[src/rtl/swld_pkg.sv]
// swld_pkg: shared types and constants for the square-wave lock-in detector
// no dependencies; imported by every module under rtl/
package swld_pkg;

   localparam int HALF_BITS  = 8;
   localparam int WIN_BITS   = 16;
   localparam int SHIFT_BITS = 4;
   localparam int SUM_BITS   = 27;
   localparam int LEVEL_BITS = 26;
   localparam int DET_BITS   = 27;
   localparam int CSR_INDEX_BITS = 2;

   localparam logic [CSR_INDEX_BITS-1:0] CSR_HALF_PERIOD    = 2'd0;
   localparam logic [CSR_INDEX_BITS-1:0] CSR_DECIMATION_LEN = 2'd1;
   localparam logic [CSR_INDEX_BITS-1:0] CSR_RESULT_SHIFT   = 2'd2;

   localparam logic [HALF_BITS-1:0]  HALF_PERIOD_RESET    = 8'd16;
   localparam logic [WIN_BITS-1:0]   DECIMATION_LEN_RESET = 16'd4096;
   localparam logic [SHIFT_BITS-1:0] RESULT_SHIFT_RESET   = 4'd5;

   // accumulator stage to output stage
   typedef struct packed {
      logic                drive_on;
      logic                result_valid;
      logic [SUM_BITS-1:0] on_sum;
      logic [SUM_BITS-1:0] off_sum;
   } accum_result_type;

endpackage

[src/rtl/swld_accum.sv]
// swld_accum: drive phase counter, window counter and the two running sums
// depends on swld_pkg; registers one accum_result_type per accepted sample
module swld_accum #(
   parameter int SAMPLE_BITS = 10
) (
   input  logic                             clock,
   input  logic                             reset,
   input  logic                             in_valid,
   output logic                             in_ready,
   input  logic [SAMPLE_BITS-1:0]           sample,
   input  logic [swld_pkg::HALF_BITS-1:0]   half_period,
   input  logic [swld_pkg::WIN_BITS-1:0]    decimation_len,
   output logic                             out_valid,
   input  logic                             out_ready,
   output swld_pkg::accum_result_type       out_data
);
   import swld_pkg::*;

   logic [WIN_BITS-1:0]  window_count_ff, window_count_in;
   logic [HALF_BITS-1:0] phase_count_ff, phase_count_in;
   logic                 drive_ff, drive_in;
   logic [SUM_BITS-1:0]  on_sum_ff, on_sum_in;
   logic [SUM_BITS-1:0]  off_sum_ff, off_sum_in;
   logic                 valid_ff, valid_in;
   accum_result_type     data_ff, data_in;

   logic [WIN_BITS-1:0]  window_inc;
   logic [HALF_BITS-1:0] phase_inc, phase_mid;
   logic [SUM_BITS-1:0]  sample_ext, on_add, off_add;
   logic                 window_done, toggle, advance;

   assign in_ready = !valid_ff || out_ready;
   assign advance  = in_valid && in_ready;

   always_comb begin
      sample_ext  = {{(SUM_BITS-SAMPLE_BITS){1'b0}}, sample};
      window_inc  = window_count_ff + 1'b1;
      phase_inc   = phase_count_ff + 1'b1;
      on_add      = drive_ff ? on_sum_ff + sample_ext : on_sum_ff;
      off_add     = drive_ff ? off_sum_ff : off_sum_ff + sample_ext;
      window_done = (window_inc == decimation_len);

      // end of window clears the sums and forces a drive toggle
      if (window_done) begin
         on_sum_in       = '0;
         off_sum_in      = '0;
         window_count_in = '0;
         phase_mid       = half_period;
      end else begin
         on_sum_in       = on_add;
         off_sum_in      = off_add;
         window_count_in = window_inc;
         phase_mid       = phase_inc;
      end

      toggle         = (phase_mid == half_period);
      drive_in       = drive_ff ^ toggle;
      phase_count_in = toggle ? '0 : phase_mid;

      data_in.drive_on     = drive_in;
      data_in.result_valid = window_done;
      data_in.on_sum       = on_add;
      data_in.off_sum      = off_add;

      valid_in = advance ? 1'b1 : (valid_ff && !out_ready);
   end

   always_ff @(posedge clock) begin
      if (reset) begin
         window_count_ff <= '0;
         phase_count_ff  <= '0;
         drive_ff        <= 1'b0;
         on_sum_ff       <= '0;
         off_sum_ff      <= '0;
         valid_ff        <= 1'b0;
      end else begin
         valid_ff <= valid_in;
         if (advance) begin
            window_count_ff <= window_count_in;
            phase_count_ff  <= phase_count_in;
            drive_ff        <= drive_in;
            on_sum_ff       <= on_sum_in;
            off_sum_ff      <= off_sum_in;
         end
      end
   end

   always_ff @(posedge clock) begin
      if (advance) begin
         data_ff <= data_in;
      end
   end

   assign out_valid = valid_ff;
   assign out_data  = data_ff;

endmodule

[src/rtl/swld_format.sv]
// swld_format: scales both sums, forms the signed difference, holds the result
// depends on swld_pkg; fed by swld_accum
module swld_format (
   input  logic                             clock,
   input  logic                             reset,
   input  logic                             in_valid,
   output logic                             in_ready,
   input  swld_pkg::accum_result_type       in_data,
   input  logic [swld_pkg::SHIFT_BITS-1:0]  result_shift,
   output logic                             out_valid,
   input  logic                             out_ready,
   output logic                             drive_on,
   output logic                             result_valid,
   output logic [swld_pkg::LEVEL_BITS-1:0]  excited_level,
   output logic [swld_pkg::LEVEL_BITS-1:0]  ambient_level,
   output logic signed [swld_pkg::DET_BITS-1:0] detection
);
   import swld_pkg::*;

   logic                        valid_ff, valid_in;
   logic                        drive_ff;
   logic                        result_ff;
   logic [LEVEL_BITS-1:0]       excited_ff, excited_in;
   logic [LEVEL_BITS-1:0]       ambient_ff, ambient_in;
   logic signed [DET_BITS-1:0]  det_ff, det_in;
   logic [SUM_BITS-1:0]         on_shifted, off_shifted;
   logic                        advance;

   assign in_ready = !valid_ff || out_ready;
   assign advance  = in_valid && in_ready;

   always_comb begin
      on_shifted  = in_data.on_sum >> result_shift;
      off_shifted = in_data.off_sum >> result_shift;
      // levels and detection read zero on samples that close no window
      if (in_data.result_valid) begin
         excited_in = on_shifted[LEVEL_BITS-1:0];
         ambient_in = off_shifted[LEVEL_BITS-1:0];
      end else begin
         excited_in = '0;
         ambient_in = '0;
      end
      det_in   = $signed({{(DET_BITS-LEVEL_BITS){1'b0}}, excited_in})
               - $signed({{(DET_BITS-LEVEL_BITS){1'b0}}, ambient_in});
      valid_in = advance ? 1'b1 : (valid_ff && !out_ready);
   end

   always_ff @(posedge clock) begin
      if (reset) begin
         valid_ff <= 1'b0;
      end else begin
         valid_ff <= valid_in;
      end
   end

   always_ff @(posedge clock) begin
      if (advance) begin
         drive_ff   <= in_data.drive_on;
         result_ff  <= in_data.result_valid;
         excited_ff <= excited_in;
         ambient_ff <= ambient_in;
         det_ff     <= det_in;
      end
   end

   assign out_valid     = valid_ff;
   assign drive_on      = drive_ff;
   assign result_valid  = result_ff;
   assign excited_level = excited_ff;
   assign ambient_level = ambient_ff;
   assign detection     = det_ff;

endmodule

[src/rtl/square_wave_lockin_detector.sv]
// square_wave_lockin_detector: top level, configuration registers and two stages
// depends on swld_pkg, swld_accum, swld_format
//
//   channel  direction  handshake              payload
//   req      in         req_valid / req_ready  req_adc_sample
//   rsp      out        rsp_valid / rsp_ready  drive_on, result_valid, levels, detection
//   csr      in         csr_valid / csr_ready  csr_index, csr_data
//
// one sample per cycle sustained while rsp is not stalled; each result passes through
// the accumulator register, then the scaling/difference register.
// reset is synchronous: counters, sums and drive clear, registers take defaults.
// a stall on rsp backs up through both stages; req_ready drops only when both are full.
// csr writes are always taken; unknown indexes are dropped.
module square_wave_lockin_detector #(
   parameter int SAMPLE_BITS = 10
) (
   input  logic                                 clock,
   input  logic                                 reset,
   input  logic                                 req_valid,
   output logic                                 req_ready,
   input  logic [SAMPLE_BITS-1:0]               req_adc_sample,
   output logic                                 rsp_valid,
   input  logic                                 rsp_ready,
   output logic                                 rsp_drive_on,
   output logic                                 rsp_result_valid,
   output logic [swld_pkg::LEVEL_BITS-1:0]      rsp_excited_level,
   output logic [swld_pkg::LEVEL_BITS-1:0]      rsp_ambient_level,
   output logic signed [swld_pkg::DET_BITS-1:0] rsp_detection,
   input  logic                                 csr_valid,
   output logic                                 csr_ready,
   input  logic [swld_pkg::CSR_INDEX_BITS-1:0]  csr_index,
   input  logic [swld_pkg::WIN_BITS-1:0]        csr_data
);
   import swld_pkg::*;

   logic [HALF_BITS-1:0]  half_period_ff;
   logic [WIN_BITS-1:0]   decimation_len_ff;
   logic [SHIFT_BITS-1:0] result_shift_ff;

   logic             mid_valid, mid_ready;
   accum_result_type mid_data;

   assign csr_ready = 1'b1;

   always_ff @(posedge clock) begin
      if (reset) begin
         half_period_ff    <= HALF_PERIOD_RESET;
         decimation_len_ff <= DECIMATION_LEN_RESET;
         result_shift_ff   <= RESULT_SHIFT_RESET;
      end else if (csr_valid && csr_ready) begin
         case (csr_index)
            CSR_HALF_PERIOD:    half_period_ff    <= csr_data[HALF_BITS-1:0];
            CSR_DECIMATION_LEN: decimation_len_ff <= csr_data;
            CSR_RESULT_SHIFT:   result_shift_ff   <= csr_data[SHIFT_BITS-1:0];
            default: ;
         endcase
      end
   end

   swld_accum #(
      .SAMPLE_BITS (SAMPLE_BITS)
   ) u_accum (
      .clock          (clock),
      .reset          (reset),
      .in_valid       (req_valid),
      .in_ready       (req_ready),
      .sample         (req_adc_sample),
      .half_period    (half_period_ff),
      .decimation_len (decimation_len_ff),
      .out_valid      (mid_valid),
      .out_ready      (mid_ready),
      .out_data       (mid_data)
   );

   swld_format u_format (
      .clock         (clock),
      .reset         (reset),
      .in_valid      (mid_valid),
      .in_ready      (mid_ready),
      .in_data       (mid_data),
      .result_shift  (result_shift_ff),
      .out_valid     (rsp_valid),
      .out_ready     (rsp_ready),
      .drive_on      (rsp_drive_on),
      .result_valid  (rsp_result_valid),
      .excited_level (rsp_excited_level),
      .ambient_level (rsp_ambient_level),
      .detection     (rsp_detection)
   );

endmodule

[config.mk]
export PLATFORM = sky130hd
export DESIGN_NAME = square_wave_lockin_detector
export DESIGN_NICKNAME = d
export VERILOG_FILES = /design/src/rtl/swld_pkg.sv /design/src/rtl/swld_accum.sv /design/src/rtl/swld_format.sv /design/src/rtl/square_wave_lockin_detector.sv
export SDC_FILE = /design/constraint.sdc
export NUM_CORES = 1
export LEC_CHECK = 0
export ABC_AREA = 1
export BUFFER_PORTS_ARGS = -buffer_cell sky130_fd_sc_hd__buf_4
export CAP_MARGIN = 20
export CELL_PAD_IN_SITES_DETAIL_PLACEMENT = 1
export CELL_PAD_IN_SITES_GLOBAL_PLACEMENT = 1
export CORE_ASPECT_RATIO = 0.5
export CORE_MARGIN = 2
export CORE_UTILIZATION = 45
export CTS_CLUSTER_SIZE = 20
export DETAILED_ROUTE_END_ITERATION = 6
export HOLD_SLACK_MARGIN = 0.02
export PLACE_DENSITY = 0.84
export REMOVE_ABC_BUFFERS = 1
export SYNTH_ARGS = -nofsm -noshare
export SYNTH_HDL_FRONTEND = slang
export SYNTH_SLANG_ARGS = --single-unit
[constraint.sdc]
create_clock -name clock -period 12.4 [get_ports clock]
set_input_delay 0.62 -clock clock [delete_from_list [all_inputs] [get_ports clock]]
set_output_delay 0.62 -clock clock [all_outputs]
set_load 0.02 [all_outputs]
==> metrics.md <==
| Metric | Value |
|---|---|
| Critical-path cell list | inv_1, nand2_1, nand2_1, o21ai_0, nor2_1, a31oi_1, o21ai_0, fa_1, nand3_1, nand2_1, a21oi_1, o21ai_0, a21oi_1, o21ai_0, a21boi_0, o21ai_0, nand4_1, nand2_1, xor2_1 |
| Area Growth Syn to Fin | 13.82% |
| Clk Latency, worst-skew pair | 0.55 ns |
| Worst slew pin tran | 0.9987 ns |
| Filler Cells Inserted | 3995 |
| DP Area | 15640 um2 |
| Critical Path End Type | flip-flop |
| Hold_ws | 0.2979 ns |
| # diodes | 0 |
| XOR/XNOR share of the synthesized area | 4.366% |
| FF+latch count, synth | 246 |
| Leak | 6.894 nW |
| FF+latch area | 6297 um2 |
| Worst slack at placement | 6.854 ns |
| Non-filler cells, final | 2429 |
| Final Util | 51.93% |
| RSZ-0062 raised after global routing | no |
| Final setup viols | 0 |
| H-tree levels | 1 |
| Number of global-route vias before repair | 13170 |
| Synthesized instance count | 1903 |
| Worst R2R Path Depth | 19 |
| Core area | 31660 um2 |
| Adder-Cell Fraction of Synth Area | 4.574% |
| Clk sinks | 246 |
| Outcome | finished, final reports clean |
| Multiplexer share of the synthesized area | 0.3465% |
| Post-Syn Area per Cell | 7.590 um2 |
| Detail Route Antenna Nets | 0 |
| Critical Path Start Type | flip-flop |
| FP Rows | 46 |
| Delay-heaviest family, CP | compound AO/OA/AOI/OAI gates |
| Via count | 13270 |
| Fin Setup TNS | 0 ns |
| Worst R2R Setup Slack | 6.82 ns |
| Slew headroom | 33.42% |
| Port Buf Inserts | 115 |
| Post-route design area | 16440 um2 |
| CTS root buf | clkbuf_16 |
| Tmin final | 5.580 ns |
| Total gr overflow | 0 |
| Nets@finish | 2062 |
| Clk slew on worst S/H paths | 0.06 ns |
| Crit Path Class | reg -> reg |
| Critical path origin | result_shift_ff[0]$_SDFFE_PP1P_ |
| Arr. time, crit path | 5.86 ns |
| Compound-Gate Fraction of Synth Area | 13.52% |
| Fin worst setup slack | 6.820 ns |
| Die Y | 130.7 um |
| Layout cell share with drive strength beyond 1 | 10.62% |
| Dpl cells | 2383 |
| GP Congestion | 0.8657 |
| Fmax | 179.2 MHz |
| Mapped Area | 14440 um2 |
| Crit path to | u_format.detection[24]$_DFFE_PP_ |
| HPWL Detailed | 32.13 mm |
| I/O pin cnt | 117 |
| CTS tree | built |
| # Post-CTS Setup Buffers | 0 |
| VDD IR max | 0.1001 mV |
| WP depth | 19 |
| Synthesis Warnings | 0 |
| Main combinational cell family by area after synthesis | simple AND/OR/NAND/NOR gates |
| Critical R2R Launch | result_shift_ff[0]$_SDFFE_PP1P_ |
| Die area | 33630 um2 |
| Initial antenna violation count | 0 |
| Slowest-stage cell, CP | dfxtp_2 |
| Clk buf depth | 3 |
| DR vias/cell | 5.462 |
| Clock skew | 0.01777 ns |
| Area of the multi-input gates | 7267 um2 |
| Register area share after synthesis | 43.59% |
| Crit-path max cell delay | 0.97 ns |
| CP required | 12.68 ns |
| Reg2Reg Capture Point | u_format.detection[24]$_DFFE_PP_ |
| Detailed Route Iter0 Violations | 826 |
| Resize count post-CTS | 0 |
| Aggregate global-route resource usage | 25.87% |
| # hold bufs at CTS | 0 |
| Most frequent CP cell | o21ai_0 |
| Drt drc | 0 |
| Distinct cell type count of the synthesized netlist | 48 |
| WL/cell | 18.12 um |
| Pins Over Slew Limit | 0 |
| Initial core utilization | 45.63% |
| Area fraction in and, or, nand and nor cells after synthesis | 27.33% |
| Pre-antenna DRT Iters | 7 |
| WP buf/inv | 1 |
| WL final | 44.02 mm |
| Final Power | 2.141 mW |
| Final hold vios | 0 |
| CP Max Fanout | 55 |
| HP Class | in -> reg |
| Largest net degree at the start of global routing | 80 |
| Number of max-cap violations | 0 |
| Power Density | 130.2 nW/um2 |
| Die Width | 257.4 um |
| Num CTS Buffers | 25 |
| Global-route wire length before repair | 69.68 mm |
| Period Utilization, post-route | 45.00% |
## cells by family after synthesis
kind of cell | after synthesis
AO/OA/AOI/OAI | 361
buffers and inverters | 232
adder cells (fa/ha/maj) | 51
other | 1
flip-flops | 246
XOR/XNOR | 72
multiplexers | 5
AND/OR/NAND/NOR | 935
## cell type report
cell class,instances,share of cell area (%)
clock buffers,42,4.696
repair buffers,128,5.845
multi-input cells,1425,44.20
flip-flops and latches,246,38.31
clock inverters,4,0.1903
inverters,152,3.471
well taps,432,3.288
## worst min-delay path, delay by kind of cell
| family | cells | cell delay, ns |
|---|---|---|
| buffers and inverters | 1 | 0.08 |
| AND/OR/NAND/NOR | 2 | 0.11 |
## per-layer routing
metal / track usage [%] / wire length [um]
met5: 0 / 0
met4: 5.882 / 872
met3: 3.376 / 1710
met2: 45.11 / 20710
met1: 34.72 / 20720
## state kept, by name (all words and copies together) (netlist names)
| signal | cells |
|---|---|
| u_format.excited_level | 26 |
| u_accum.off_sum_ff | 27 |
| u_accum.out_valid | 1 |
| u_format.out_valid | 1 |
| u_format.detection | 27 |
| u_accum.out_data | 56 |
| decimation_len_ff | 16 |
| u_accum.drive_ff | 1 |
| u_accum.window_count_ff | 16 |
| half_period_ff | 8 |
| u_accum.on_sum_ff | 27 |
| u_format.result_valid | 1 |
| u_format.ambient_level | 26 |
| u_format.drive_on | 1 |
| u_accum.phase_count_ff | 8 |
| result_shift_ff | 4 |
## worst min path at each step
stage | cells after the start | slack [ns] | endpoint | start
5_1_grt | 3 | 0.30 | half_period_ff[4]$_SDFFE_PP1P_ | csr_data[4]
2_1_floorplan | 0 | 0.40 | u_format.drive_on$_DFFE_PP_ | u_accum.out_data[55]$_DFFE_PP_
3_3_place_gp | 0 | 0.40 | u_format.drive_on$_DFFE_PP_ | u_accum.out_data[55]$_DFFE_PP_
4_1_cts | 3 | 0.28 | decimation_len_ff[15]$_SDFFE_PP0P_ | csr_data[15]
6_report | 3 | 0.30 | decimation_len_ff[15]$_SDFFE_PP0P_ | csr_data[15]
3_5_place_dp | 0 | 0.42 | u_format.drive_on$_DFFE_PP_ | u_accum.out_data[55]$_DFFE_PP_
## power by group
group	switching [mW]	internal, mW	leakage, nW	total, mW
clock network	0.335	0.426	0.387	0.761
registers	0.0301	0.924	2.23	0.955
logic	0.281	0.144	4.28	0.425
total	0.646	1.49	6.89	2.14
## layout by cell type, fill, tap and decap left out, types with 4 or more instances in the layout
master,count
a21oi_1,169
a31oi_1,10
buf_4,128
clkbuf_1,11
clkbuf_16,27
clkbuf_8,4
dfxtp_1,108
edfxtp_1,137
ha_1,48
inv_1,140
inv_2,12
mux2i_1,5
nand2_1,609
nand2_2,7
nand3_1,131
nand3_2,5
nand3b_1,8
nand4_1,20
nor2_1,110
nor2_4,10
nor3_1,18
o211ai_1,6
o21a_1,7
o21ai_0,129
o21bai_1,6
o22ai_1,10
o31ai_1,6
or2_2,6
xnor2_1,31
xor2_1,41
## cell usage after synthesis, drive strengths merged
library cell	number	area [um2]
nand2	619	2361
a21oi	170	850.8
inv	152	570.6
edfxtp	137	4114
nand3	136	705.7
o21ai	129	645.6
nor2	123	536.8
dfxtp	109	2182
clkbuf	64	240.2
ha	48	600.6
xor2	41	359.1
xnor2	31	271.5
nand4	20	125.1
nor3	18	90.09
buf	16	91.34
a31oi	10	62.56
o22ai	10	62.56
nand3b	8	60.06
o21a	7	52.55
o21bai	7	56.30
o211ai	6	45.04
o31ai	6	45.04
or2	6	37.54
mux2i	5	50.05
a21o	3	22.52
fa	3	60.06
nor4	3	18.77
o2111ai	3	26.28
a211oi	2	15.01
a22oi	2	15.01
and2	2	12.51
a211o	1	8.760
a21boi	1	7.510
a22o	1	8.760
conb	1	3.750
o221a	1	11.26
o221ai	1	8.760
o32ai	1	8.760
No activity file was read; power rests on OpenSTA's default activity.
